<file path="config.mk">
export PLATFORM = sky130hd
export DESIGN_NAME = sync_length_frame_deframer
export DESIGN_NICKNAME = d
export VERILOG_FILES = /design/src/slfd_pkg.sv /design/src/slfd_fsm.sv /design/src/slfd_out_stage.sv /design/src/sync_length_frame_deframer.sv
export SDC_FILE = /design/constraint.sdc
export NUM_CORES = 1
export LEC_CHECK = 0
export ABC_CLOCK_PERIOD_IN_PS = 3800
export BUFFER_PORTS_ARGS = -buffer_cell sky130_fd_sc_hd__buf_2
export CAP_MARGIN = 25
export CORE_UTILIZATION = 60
export CTS_CLUSTER_DIAMETER = 50
export CTS_CLUSTER_SIZE = 25
export DETAILED_ROUTE_END_ITERATION = 6
export GPL_TIMING_DRIVEN = 0
export PLACE_DENSITY = 0.9
export SETUP_SLACK_MARGIN = 0.3
export SLEW_MARGIN = 20
export SYNTH_ARGS = -nofsm -noshare
export SYNTH_HDL_FRONTEND = slang
export SYNTH_SLANG_ARGS = --single-unit
</file>
<file path="constraint.sdc">
create_clock -name clk -period 3.8 [get_ports clk]
set_input_delay 0.38 -clock clk [delete_from_list [all_inputs] [get_ports clk]]
set_output_delay 0.38 -clock clk [all_outputs]
set_load 0.02 [all_outputs]
</file>
<file path="src/slfd_pkg.sv">
// Shared types and constants for the sync/length frame deframer.
// No dependencies; used by every module of the block by scoped names.
package slfd_pkg;

  // Deframer phase codes.
  typedef enum logic [1:0] {
    PH_HUNT    = 2'd0,
    PH_LENGTH  = 2'd1,
    PH_PAYLOAD = 2'd2
  } phase_t;

  // Configuration register indexes.
  localparam logic CFG_SYNC_PATTERN = 1'b0;
  localparam logic CFG_MAX_LENGTH   = 1'b1;

  // Reset values of the configuration registers.
  localparam logic [31:0] SYNC_PATTERN_RESET = 32'h3330_3032;
  localparam logic [30:0] MAX_LENGTH_RESET   = 31'd104857600;

  // Number of length bytes in a header.
  localparam int unsigned LEN_BYTES = 4;

  // One result item.
  typedef struct packed {
    logic [7:0] payload_byte;
    logic       frame_end;
    logic       empty_frame;
  } result_t;

  // Deframer status seen by the top level.
  typedef struct packed {
    phase_t     phase;
    logic [1:0] count;
  } status_t;

endpackage

</file>
<file path="src/slfd_fsm.sv">
// Deframer state machine: sync hunt, length gathering and payload pass-through.
// Depends on slfd_pkg for the phase enum and the result and status structs.
module slfd_fsm #(
  parameter int unsigned SYNC_LEN = 4
) (
  input  logic               clk,
  input  logic               rst,
  input  logic               step,
  input  logic [7:0]         data_byte,
  input  logic [31:0]        sync_pattern,
  input  logic [30:0]        max_frame_length,
  output logic               res_valid,
  output slfd_pkg::result_t  res,
  output slfd_pkg::status_t  status
);

  slfd_pkg::phase_t phase, phase_next;
  logic [1:0]  count, count_next;
  logic [23:0] length_low, length_low_next;
  logic [30:0] remaining, remaining_next;

  logic [7:0]  expected;
  logic        sync_hit;
  logic        first_hit;
  logic [2:0]  hunt_count;
  logic [30:0] frame_length;
  logic        bad_length;

  // Control state register; cleared by reset.
  always_ff @(posedge clk) begin
    if (rst) begin
      phase     <= slfd_pkg::PH_HUNT;
      count     <= 2'd0;
      remaining <= 31'd0;
    end else if (step) begin
      phase     <= phase_next;
      count     <= count_next;
      remaining <= remaining_next;
    end
  end

  // Low length bytes; each is written once per header before it is read.
  always_ff @(posedge clk) begin
    if (step) begin
      length_low <= length_low_next;
    end
  end

  // Sync compare for the byte at hand.
  assign expected   = sync_pattern[{count, 3'b000} +: 8];
  assign sync_hit   = (data_byte == expected);
  assign first_hit  = (data_byte == sync_pattern[7:0]);
  assign hunt_count = sync_hit ? ({1'b0, count} + 3'd1) : {2'b00, first_hit};

  // Full length once the last length byte arrives.
  assign frame_length = {data_byte[6:0], length_low};
  assign bad_length   = data_byte[7] || (frame_length >= max_frame_length);

  // Next state and result for one transaction.
  always_comb begin
    phase_next      = phase;
    count_next      = count;
    length_low_next = length_low;
    remaining_next  = remaining;
    res_valid       = 1'b0;
    res             = '0;
    unique case (phase)
      slfd_pkg::PH_LENGTH: begin
        if (count == 2'(slfd_pkg::LEN_BYTES - 1)) begin
          count_next = 2'd0;
          phase_next = slfd_pkg::PH_HUNT;
          if (!bad_length) begin
            if (frame_length == 31'd0) begin
              res_valid       = 1'b1;
              res.frame_end   = 1'b1;
              res.empty_frame = 1'b1;
            end else begin
              remaining_next = frame_length;
              phase_next     = slfd_pkg::PH_PAYLOAD;
            end
          end
        end else begin
          length_low_next[{count, 3'b000} +: 8] = data_byte;
          count_next = count + 2'd1;
        end
      end
      slfd_pkg::PH_PAYLOAD: begin
        remaining_next   = remaining - 31'd1;
        res_valid        = 1'b1;
        res.payload_byte = data_byte;
        res.frame_end    = (remaining == 31'd1);
        if (remaining == 31'd1) begin
          phase_next = slfd_pkg::PH_HUNT;
        end
      end
      default: begin
        // Hunting: a full match moves on to the length bytes.
        if (hunt_count == 3'(SYNC_LEN)) begin
          phase_next = slfd_pkg::PH_LENGTH;
          count_next = 2'd0;
        end else begin
          phase_next = slfd_pkg::PH_HUNT;
          count_next = hunt_count[1:0];
        end
      end
    endcase
  end

  assign status.phase = phase;
  assign status.count = count;

endmodule

</file>
<file path="src/slfd_out_stage.sv">
// Output register of the deframer: holds one result until it is taken.
// Depends on slfd_pkg for the result struct.
module slfd_out_stage (
  input  logic              clk,
  input  logic              rst,
  input  logic              load,
  input  slfd_pkg::result_t res,
  input  logic              out_ready,
  output logic              out_valid,
  output logic              free,
  output slfd_pkg::result_t held
);

  // The stage can take a new result when empty or when its result leaves now.
  assign free = !out_valid || out_ready;

  // Valid flag.
  always_ff @(posedge clk) begin
    if (rst) begin
      out_valid <= 1'b0;
    end else if (load) begin
      out_valid <= 1'b1;
    end else if (out_ready) begin
      out_valid <= 1'b0;
    end
  end

  // Result payload.
  always_ff @(posedge clk) begin
    if (load) begin
      held <= res;
    end
  end

endmodule

</file>
<file path="src/sync_length_frame_deframer.sv">
// Top level of the sync-word, length-prefixed frame deframer.
// Depends on slfd_pkg, slfd_fsm and slfd_out_stage.
//
//   Channel  Signals                                  Direction
//   input    in_valid, in_ready, data_byte            into block
//   output   out_valid, out_ready, payload_byte,      out of block
//            frame_end, empty_frame
//   config   cfg_we, cfg_index, cfg_data              into block
//
// One byte is accepted per cycle unless stalled; its result, if any, appears
// in the output register in the next cycle. The state update and the result
// come from a single pass of logic between the byte and the output register.
// Reset is synchronous and returns the block to the sync hunt with default
// configuration. While a result is held and out_ready is low, in_ready is low.
module sync_length_frame_deframer #(
  parameter int unsigned SYNC_LEN = 4
) (
  input  logic        clk,
  input  logic        rst,
  input  logic        in_valid,
  output logic        in_ready,
  input  logic [7:0]  data_byte,
  output logic        out_valid,
  input  logic        out_ready,
  output logic [7:0]  payload_byte,
  output logic        frame_end,
  output logic        empty_frame,
  input  logic        cfg_we,
  input  logic        cfg_index,
  input  logic [31:0] cfg_data
);

  logic [31:0]       sync_pattern;
  logic [30:0]       max_frame_length;
  logic              step;
  logic              res_valid;
  slfd_pkg::result_t res;
  slfd_pkg::result_t held;
  slfd_pkg::status_t status;
  logic              free;

  // Configuration registers.
  always_ff @(posedge clk) begin
    if (rst) begin
      sync_pattern     <= slfd_pkg::SYNC_PATTERN_RESET;
      max_frame_length <= slfd_pkg::MAX_LENGTH_RESET;
    end else if (cfg_we) begin
      unique case (cfg_index)
        slfd_pkg::CFG_SYNC_PATTERN: sync_pattern     <= cfg_data;
        slfd_pkg::CFG_MAX_LENGTH:   max_frame_length <= cfg_data[30:0];
        default: ;
      endcase
    end
  end

  assign in_ready = free;
  assign step     = in_valid && in_ready;

  slfd_fsm #(
    .SYNC_LEN(SYNC_LEN)
  ) u_fsm (
    .clk             (clk),
    .rst             (rst),
    .step            (step),
    .data_byte       (data_byte),
    .sync_pattern    (sync_pattern),
    .max_frame_length(max_frame_length),
    .res_valid       (res_valid),
    .res             (res),
    .status          (status)
  );

  slfd_out_stage u_out (
    .clk      (clk),
    .rst      (rst),
    .load     (step && res_valid),
    .res      (res),
    .out_ready(out_ready),
    .out_valid(out_valid),
    .free     (free),
    .held     (held)
  );

  assign payload_byte = held.payload_byte;
  assign frame_end    = held.frame_end;
  assign empty_frame  = held.empty_frame;

  // A payload byte accepted always produces a result in the next cycle.
  a_payload_gives_result: assert property (@(posedge clk) disable iff (rst)
    (step && status.phase == slfd_pkg::PH_PAYLOAD) |=> out_valid)
    else $error("payload byte did not produce a result");

  // An empty frame result is a frame end with a zero byte.
  a_empty_frame_form: assert property (@(posedge clk) disable iff (rst)
    (out_valid && empty_frame) |-> (frame_end && payload_byte == 8'd0))
    else $error("malformed empty frame result");

  // A held frame end means the deframer has gone back to hunting.
  a_end_returns_to_hunt: assert property (@(posedge clk) disable iff (rst)
    (out_valid && frame_end) |-> (status.phase == slfd_pkg::PH_HUNT))
    else $error("frame ended but deframer not hunting");

  // A held byte that is not the last one means the frame is still open.
  a_mid_frame_phase: assert property (@(posedge clk) disable iff (rst)
    (out_valid && !frame_end) |-> (status.phase == slfd_pkg::PH_PAYLOAD))
    else $error("mid-frame byte held outside the payload phase");

endmodule

</file>
==> results of run 1 <==
synthesized netlist by cell type, types with 16 or more instances:
cell type and number:
xnor2_1 16, nand2_1 165, and2_1 35, nand3_1 17, ha_1 40, clkbuf_1 46
inv_1 44, nor3_1 21, dfxtp_1 99, nor2_1 33, o21ai_0 16, edfxtp_1 34
a21oi_1 113, o32ai_1 22
registers in the layout, indices dropped and copies added, names as in the netlist:
signal / flops
max_frame_length: 31
sync_pattern: 32
u_fsm.count: 2
u_fsm.length_low: 24
u_fsm.phase: 2
u_fsm.remaining: 31
u_out.held: 10
u_out.out_valid: 1
critical path: cells and delay by family, from the launching register on:
family,cells,cell delay [ns]
buf+inv,1,0.34
simple gates,2,0.66
flops,1,0.47
fa+ha+maj,1,0.33
compound gates,4,1.01
path summary, 6_finish.rpt:
| kind | end | start | cells past startpoint | slack, ns |
|---|---|---|---|---|
| max | u_out.held[6]$_SDFFCE_PN0P_ | u_fsm.length_low[4]$_DFFE_PP_ | 8 | 0.65 |
| min | sync_pattern[12]$_SDFFE_PP1P_ | cfg_data[12] | 3 | 0.17 |
| max reg2reg | u_out.held[6]$_SDFFCE_PN0P_ | u_fsm.length_low[4]$_DFFE_PP_ | 8 | 0.65 |
| min reg2reg | max_frame_length[10]$_SDFFE_PP0P_ | max_frame_length[10]$_SDFFE_PP0P_ | 2 | 0.45 |
final cells by class:
cell class / instances / area share
Multi-Input combinational cell: 604 / 0.455
Sequential cell: 133 / 0.370
Clock buffer: 21 / 0.0607
Timing Repair Buffer: 56 / 0.0345
Buffer: 53 / 0.0251
Tap cell: 143 / 0.0220
Inverter: 45 / 0.0208
Clock inverter: 10 / 0.0113
cells by family (layout without fill, tap and decap cells):
family | after synthesis | in the layout | share of synthesized area
DFF | 133 | 133 | 0.425
muxes | 10 | 10 | 0.0283
xor gates and xnor gates | 16 | 16 | 0.0198
AOI/OAI and AO/OA | 183 | 183 | 0.156
and+or+nand+nor | 355 | 355 | 0.247
buffers and inverters | 98 | 185 | 0.0527
adders and majority gates | 40 | 40 | 0.0708
metrics by stage:
step | setup slack [ns] | instances | util | total power, mW
finish | 0.653 | 1065 | 0.708 | 3.39
floorplan | 1.30 | 835 | - | 1.67
global route | 0.445 | 1065 | 0.708 | 3.46
detailed placement | 0.705 | 1034 | 0.657 | 1.76
CTS | 0.727 | 1065 | 0.708 | 3.36
global placement | 0.846 | 1034 | 0.657 | 1.75
per-layer routing:
layer  track usage  wire length [microns]  up-vias
met5             0                      0        -
met4         0.212                   1100        0
met2         0.552                   9530      503
li1              -                      -     3121
met3         0.105                   2590      117
met1         0.445                   7940     3135
power by group through the flow:
stage / logic [mW] / clock network [mW] / registers [mW]
6_report: 0.246 / 1.64 / 1.50
5_1_grt: 0.269 / 1.69 / 1.50
4_1_cts: 0.238 / 1.63 / 1.50
3_5_place_dp: 0.234 / 0 / 1.53
3_3_place_gp: 0.226 / 0 / 1.53
2_1_floorplan: 0.147 / 0 / 1.52
==> metrics.yaml, run 1 <==
fin_crit_sh: 0.828
netlist.top_cell.by_area: "dfxtp_1"
grtUsageTotal: 0.358
core_area_sq_mm: 0.0115
multi_input_area_sq_mm: 0.00370
cts_tree: "done"
synth_area_leaders: "dfxtp_1 (28%), edfxtp_1 (14%), nand2_1 (8.8%), a21oi_1 (8.0%), ha_1 (7.1%)"
diodes: 0
violations: "DRC"
ctsHtreeMaxLevel: 4
cap_violations: 0
cts_buffer_depth: 2
p_int_mw: 2.56
postCtsSetupBuffers: 0
final-setup-viol-count: 0
clockPowerShare: 0.484
path_cells: "ha_1 -> a211oi_1 -> nor2_1 -> o31ai_1 -> a31oi_1 -> nor4_1 -> o21ai_0 -> inv_1"
routedWlPerCell_microns: 19.9
clock-sinks: 133
dp.final_hpwl_microns: 14800
fin_nets: 996
ys_warn_count: 0
final_common_cell: "nand2_1"
synth_cell_type_count: 52
fin_setup_tns_ns: 0
num_vias: 6876
hold_viol: 0
initial_utilization: 0.617
ys_ff_latch: 133
io_pins: 58
totalWireLength_microns: 21200
portBuffers: 56
status: "complete, but fails checks"
clock_latency_ns: 0.44
drv_slew: 0
p_sw_frac: 0.244
syn_avg_cell_area_sq_um: 8.47
fp.dieW_microns: 111
die_y_microns: 111
drive_above_1_share: 0.121
cts_resized: 0
overflow: 0
stdcell_area_sq_mm: 0.00812
grt_max_degree: 17
netlist.area_leader.share: 0.280
ys_seq_area_frac: 0.425
cts_buffers: 17
placed_cell_area_sq_mm: 0.00753
place_congestion: 0.974
synth-edff-count: 34
min_path_type: "in -> reg"
drt_iter0_drc: 873
syn_nets: 921
drtPass1Iterations: 7
share_comb_of_total_power: 0.073
register_area_sq_mm: 0.00300
slew_headroom: 0.413
clock.fmax_mhz: 318
power_switching_mw: 0.825
cp.arrival_ns: 3.25
antenna_found_initial: 0
p_per_area_mw_per_mm2: 417
slowest_stage: "nor4_1"
rows: 39
power.share.sequential: 0.443
crit_type: "reg -> reg"
synthArstFlopShare: 0
fill_cells: 808
drc_errors: 4
cts_root_buffer: "clkbuf_16"
required_ns: 3.90
grt_pass1_vias: 6690
antenna_left: 0
fin_worst_skew_ns: 0.00885
die_area_sq_mm: 0.0122
cpPeakStageDelay_ns: 0.59
cts_hold_buf: 0
hold_slack_ns: 0.175
area_growth_pct: 14.8
rsz0062_at_grt: "false"
clk_pin_slew_ns: 0.06
synthCells: 835
synth_ff_type: "dfxtp_1"
fin_crit_ns: 3.15
cp-end-kind: "flop"
synth_area_sq_mm: 0.00707
ir_drop_mv: 0.684
final_cell_mix: "nand2_1 (165), a21oi_1 (113), dfxtp_1 (99)"
p_leak_nw: 3.08
viasPerCell: 6.46
tightest_slew_ns: 0.878
cp-start-kind: "flop"
grt_pass1_wl_microns: 33800
cp_max_fo: 10
Power figures use the tool's default switching activity.
==> run 2, diff against run 1 <==
--- a/config.mk
+++ b/config.mk
@@ -5,7 +5,7 @@
 export SDC_FILE = /design/constraint.sdc
 export NUM_CORES = 1
 export LEC_CHECK = 0
-export ABC_CLOCK_PERIOD_IN_PS = 3800
+export ABC_CLOCK_PERIOD_IN_PS = 3250
 export BUFFER_PORTS_ARGS = -buffer_cell sky130_fd_sc_hd__buf_2
 export CAP_MARGIN = 25
 export CORE_UTILIZATION = 60
==> constraint.sdc (replaced) <==
create_clock -name clk -period 3.25 [get_ports clk]
set_input_delay 0.325 -clock clk [delete_from_list [all_inputs] [get_ports clk]]
set_output_delay 0.325 -clock clk [all_outputs]
set_load 0.02 [all_outputs]
==> run 2 against run 1 <==
The flow now finishes without violations; clock skew grew 0.0038 ns; highest routed layer unchanged; critical path type unchanged; total power grew 17%; sequential cell count is the same; register-to-register slack lost 0.27 ns; via count grew 0.55%; sequential share of layout area shrank 0.14 points; utilization grew 0.26 points.
==> metrics.yaml, run 2 (synthesized netlist as in run 1, its figures left out) <==
clock-sinks: 133
drive_above_1_share: 0.133
fin_setup_tns_ns: 0
top_register: "sync_pattern"
routedWlPerCell_microns: 19.9
status: "finished, final reports clean"
place_ws_ns: 0.210
drc_errors: 0
tightest_slew_ns: 0.833
drv_slew: 0
num_vias: 6914
viasPerCell: 6.49
diodes: 0
fin_crit_sh: 0.882
cts_buffer_depth: 2
p_per_area_mw_per_mm2: 486
antenna_found_initial: 0
drtPass1Iterations: 7
die_y_microns: 111
fin_nets: 997
fp.dieW_microns: 111
largestRegisters: "sync_pattern (32), max_frame_length (31), u_fsm.remaining (31)"
crit_type: "reg -> reg"
cp_max_fo: 10
grt_max_degree: 17
use_met3: 0.107
dp.final_hpwl_microns: 14800
min_path_type: "in -> reg"
p_leak_nw: 3.11
final_common_cell: "nand2_1"
busiest_layer: "met2"
core_area_sq_mm: 0.0115
slew_headroom: 0.439
overflow: 0
totalWireLength_microns: 21200
cap_violations: 0
cp.arrival_ns: 3.20
fin_worst_skew_ns: 0.0127
cts_buffers: 17
grt_pass1_wl_microns: 33800
clock.fmax_mhz: 349
fill_cells: 796
fin_crit_ns: 2.87
cts_root_buffer: "clkbuf_16"
ir_drop_mv: 0.791
area_growth_pct: 15.2
clock_latency_ns: 0.44
grtUsageTotal: 0.358
drt_iter0_drc: 953
clk_pin_slew_ns: 0.06
largest_register_ffs: 32
antenna_left: 0
globalRouteMet2Util: 0.559
grt_pass1_vias: 6694
portBuffers: 56
grtUsageMet1: 0.441
initial_utilization: 0.617
final_cell_mix: "nand2_1 (165), a21oi_1 (113), dfxtp_1 (99)"
finalWorstSetupSlack_ns: 0.383
final-setup-viol-count: 0
place_congestion: 0.974
rows: 39
io_pins: 58
ctsHtreeMaxLevel: 4
hold_viol: 0
cp-end-kind: "flop"
cts_tree: "done"
required_ns: 3.58
rsz0062_at_grt: "true"
die_area_sq_mm: 0.0122
cp-start-kind: "flop"
run 2: area by class of cell:
| cell class | count | area, sq um | area share |
|---|---|---|---|
| Tap cell | 143 | 179 | 0.0220 |
| Timing Repair Buffer | 57 | 288 | 0.0353 |
| Clock buffer | 21 | 493 | 0.0605 |
| Inverter | 45 | 169 | 0.0207 |
| Sequential cell | 133 | 3000 | 0.369 |
| Multi-Input combinational cell | 604 | 3710 | 0.455 |
| Buffer | 53 | 215 | 0.0264 |
| Clock inverter | 10 | 91.3 | 0.0112 |
run 2: layer usage:
layer  wire (microns)  vias up
li1                 -     3121
met1             7940     3187
met3             2550      123
met4             1120        0
met2             9610      483
met5                0        -
run 2: worst paths after layout:
kind                                                       start                               end  slack, ns  cells after the start
worst max-delay path              u_fsm.length_low[13]$_DFFE_PP_  u_fsm.remaining[20]$_SDFFE_PP0P_       0.38                      9
worst min-delay path                                cfg_data[25]     sync_pattern[25]$_SDFFE_PP1P_       0.12                      3
worst max register to register    u_fsm.length_low[13]$_DFFE_PP_  u_fsm.remaining[20]$_SDFFE_PP0P_       0.38                      9
worst min register to register  max_frame_length[2]$_SDFFE_PP0P_  max_frame_length[2]$_SDFFE_PP0P_       0.45                      2
run 2: report_power, final:
group	internal [mW]	leakage, nW	switching [mW]
Sequential	1.73	1.06	0.0237
Combinational	0.104	1.76	0.184
Clock	1.16	0.287	0.754
run 2: what timing repair did:
action,in CTS,in global routing
hold buffers,0,0
pin swaps,0,1
buffers inserted,0,1
gates resized for setup,2,17
endpoints found under the setup margin,14,66
run 2: critical path, stage by stage, from the launching register on:
cell and delay [ns]:
edfxtp_1 0.47, ha_1 0.39, nand4_1 0.16, or4_1 0.62, o22ai_1 0.18, o2bb2ai_1 0.11
nand3_1 0.21, buf_4 0.26, a21oi_1 0.07, o221a_2 0.28
run 2: through the flow:
stage           util  hold slack, ns  cells  cell area, sq um  power [mW]
3_3_place_gp   0.657           0.439   1034              7530        2.05
2_1_floorplan      -           0.433    835              7070        1.95
5_1_grt        0.710           0.124   1066              8150        4.05
4_1_cts        0.708           0.121   1065              8120        3.93
3_5_place_dp   0.657           0.446   1034              7530        2.06
6_report       0.710           0.125   1066              8150        3.96
==> run 3, diff against run 2 <==
--- a/config.mk
+++ b/config.mk
@@ -5,6 +5,7 @@
 export SDC_FILE = /design/constraint.sdc
 export NUM_CORES = 1
 export LEC_CHECK = 0
+export ABC_AREA = 1
 export ABC_CLOCK_PERIOD_IN_PS = 3250
 export BUFFER_PORTS_ARGS = -buffer_cell sky130_fd_sc_hd__buf_2
 export CAP_MARGIN = 25
@@ -13,7 +14,7 @@
 export CTS_CLUSTER_SIZE = 25
 export DETAILED_ROUTE_END_ITERATION = 6
 export GPL_TIMING_DRIVEN = 0
-export PLACE_DENSITY = 0.9
+export PLACE_DENSITY = 0.84
 export SETUP_SLACK_MARGIN = 0.3
 export SLEW_MARGIN = 20
 export SYNTH_ARGS = -nofsm -noshare
==> run 3 against run 2 <==
Via count is 14% higher; routed wire length is 9.7% higher; total power is 1.3% higher; the flow now finishes with violations (DRC); synthesized cell count is 36% higher; die area is 9.5% higher; final area is 8.2% higher; clock power is 4% lower; critical endpoint is now u_out.held[3]$_SDFFCE_PN0P_; critical path type unchanged; largest power group unchanged; sequential cell count stayed put; sequential share of layout area is 2.8 points lower; worst hold slack worse by 0.011 ns; sequential power hardly changed; final cell count is 31% higher.
==> metrics.yaml, run 3 <==
grtUsageMet1: 0.446
use_met3: 0.0832
drtPass1Iterations: 7
fin_worst_skew_ns: 0.0107
grtUsageTotal: 0.370
hp-start: "cfg_data[31]"
diodes: 0
synth_compound_area_frac: 0.0937
die_area_sq_mm: 0.0134
antenna_found_initial: 0
cts_tree: "done"
yosysMostFrequentCell: "nand2_1"
dp.final_hpwl_microns: 17300
clock-sinks: 133
grt_pass1_vias: 7341
hold_viol: 0
final-setup-viol-count: 0
synthArstFlopShare: 0
synth-edff-count: 34
clock_latency_ns: 0.44
io_pins: 58
num_vias: 7884
p_total_mw: 4.01
synthCells: 1137
slew_headroom: 0.389
postCtsSetupBuffers: 0
syn_nets: 1223
fill_cells: 1099
fin_nets: 1299
cts_buffer_depth: 2
reg2reg_slack_ns: 0.71
synth_area_sq_mm: 0.00776
fp.dieW_microns: 116
tightest_slew_ns: 0.908
syn_avg_cell_area_sq_um: 6.82
rows: 41
clk_pin_slew_ns: 0.06
cp_max_fo: 10
antenna_left: 0
overflow: 0
cap_violations: 0
violations: "DRC"
r2r_start: "u_fsm.length_low[10]$_DFFE_PP_"
rsz0062_at_grt: "false"
core_area_sq_mm: 0.0126
status: "complete, but fails checks"
crit_type: "reg -> reg"
synth_area_leaders: "dfxtp_1 (26%), nand2_1 (14%), edfxtp_1 (13%), nor2_1 (9.1%), inv_1 (6.7%)"
cts_buffers: 17
area_growth_pct: 13.6
grt_pass1_wl_microns: 37000
synth_common_cells: "nand2_1 (287), nor2_1 (189), inv_1 (139)"
drv_slew: 0
cp.arrival_ns: 2.63
netlist.top_cell.by_area: "dfxtp_1"
final_common_cell: "nand2_1"
drive_above_1_share: 0.102
portBuffers: 57
initial_utilization: 0.615
grt_max_degree: 17
place_congestion: 0.999
fin_crit_sh: 0.782
ys_seq_area_frac: 0.387
required_ns: 3.34
cp-end-kind: "flop"
synthMuxAreaShare: 0.00258
cts_resized: 0
cts_root_buffer: "clkbuf_16"
ir_drop_mv: 0.382
largest_register_ffs: 32
drc_errors: 2
synthAdderAreaFrac: 0.0645
busiest_layer: "met2"
ys_warn_count: 0
synth_ff_type: "dfxtp_1"
p_per_area_mw_per_mm2: 455
viasPerCell: 5.64
netlist.area_leader.share: 0.255
cts_hold_buf: 0
p_leak_nw: 4.27
largestRegisters: "sync_pattern (32), max_frame_length (31), u_fsm.remaining (31)"
totalWireLength_microns: 23300
hold_end: "sync_pattern[31]$_SDFFE_PP0P_"
cp-start-kind: "flop"
post-route-util: 0.698
ctsHtreeMaxLevel: 4
worstRegToRegCells: 14
synth-simple-area-share: 0.331
synth_cell_type_count: 36
fin_setup_tns_ns: 0
final_cell_mix: "nand2_1 (287), nor2_1 (189), inv_1 (139)"
min_path_type: "in -> reg"
whs_path_depth: 3
routedWlPerCell_microns: 16.6
synth-xor-area-share: 0.0237
globalRouteMet2Util: 0.609
r2r_end: "u_out.held[3]$_SDFFCE_PN0P_"
drt_iter0_drc: 759
top_register: "sync_pattern"
clock.fmax_mhz: 394
synth_top_family_by_area: "simple AND/OR/NAND/NOR gates"
hold_slack_ns: 0.113
ys_ff_latch: 133
fin_crit_ns: 2.54
die_y_microns: 116
[run 3: cell types whose count changed in the layout (fill, tap and decap cells not counted), moves of 12 or more]
cell and delta:
xnor2_1 -16, nand4_1 +17, o21ai_0 +65, clkbuf_1 -15, xor2_1 +21, nor2_1 +156
and2_1 -35, nand2_1 +122, or3_1 -12, nand3_1 +51, a21oi_1 -64, o32ai_1 -22
inv_1 +96
[run 3: critical path: stages (launching register included)]
cell and delay, ns:
edfxtp_1 0.51, ha_1 0.37, nand2_1 0.08, inv_1 0.05, nand2_1 0.05, nand2_1 0.05
a21oi_1 0.12, nand2_1 0.11, nand2_1 0.08, nand2_1 0.05, nand2_1 0.07, nand3_1 0.16
nand2_1 0.10, nand2_1 0.08, inv_1 0.31
[run 3: final cells by class]
cell class / count / area, sq um / area share
tap: 172 / 215 / 0.0244
clock inverter: 15 / 131 / 0.0149
sequential: 133 / 3000 / 0.341
buffer: 43 / 201 / 0.0229
multi-input combinational: 814 / 4000 / 0.454
timing repair buffer: 57 / 285 / 0.0324
inverter: 147 / 552 / 0.0626
clock buffer: 17 / 425 / 0.0483
[run 3: cells by family (layout without fill, tap and decap cells)]
kind of cell	Yosys count	in the layout
multiplexers	2	2
flip-flops	133	133
AND/OR/NAND/NOR	611	611
adder cells (fa/ha/maj)	40	40
XOR/XNOR	21	21
AO/OA/AOI/OAI	140	140
buffers and inverters	190	279
[run 3: how the worst max path moves through the flow]
stage                                              start  slack [ns]                          end
final                     u_fsm.length_low[10]$_DFFE_PP_        0.71  u_out.held[3]$_SDFFCE_PN0P_
after global routing      u_fsm.length_low[10]$_DFFE_PP_        0.62  u_out.held[8]$_SDFFCE_PN0P_
after CTS                 u_fsm.length_low[10]$_DFFE_PP_        0.75  u_out.held[8]$_SDFFCE_PN0P_
after detailed placement                    data_byte[6]        0.71  u_out.held[5]$_SDFFCE_PN0P_
after global placement                      data_byte[6]        0.73  u_out.held[3]$_SDFFCE_PN0P_
after floorplan           u_fsm.length_low[14]$_DFFE_PP_        1.27  u_out.held[0]$_SDFFCE_PP0P_
[run 3: metal layers]
| layer | vias up | share of wire |
|---|---|---|
| met5 | - | 0 |
| met1 | 3589 | 0.39 |
| met3 | 91 | 0.093 |
| met2 | 401 | 0.47 |
| li1 | 3803 | - |
| met4 | 0 | 0.045 |
[run 3: per-stage QoR]
stage / cells / setup slack [ns] / cell area, sq um
detailed placement: 1366 / 0.714 / 8260
floorplan: 1137 / 1.27 / 7760
global route: 1398 / 0.620 / 8810
finish: 1398 / 0.710 / 8810
CTS: 1398 / 0.755 / 8810
global placement: 1366 / 0.731 / 8260
[run 3: report_power, final]
group | internal [mW] | leakage (nW) | switching (mW)
combinational | 0.135 | 2.91 | 0.264
clock | 1.05 | 0.266 | 0.783
sequential | 1.75 | 1.09 | 0.0266
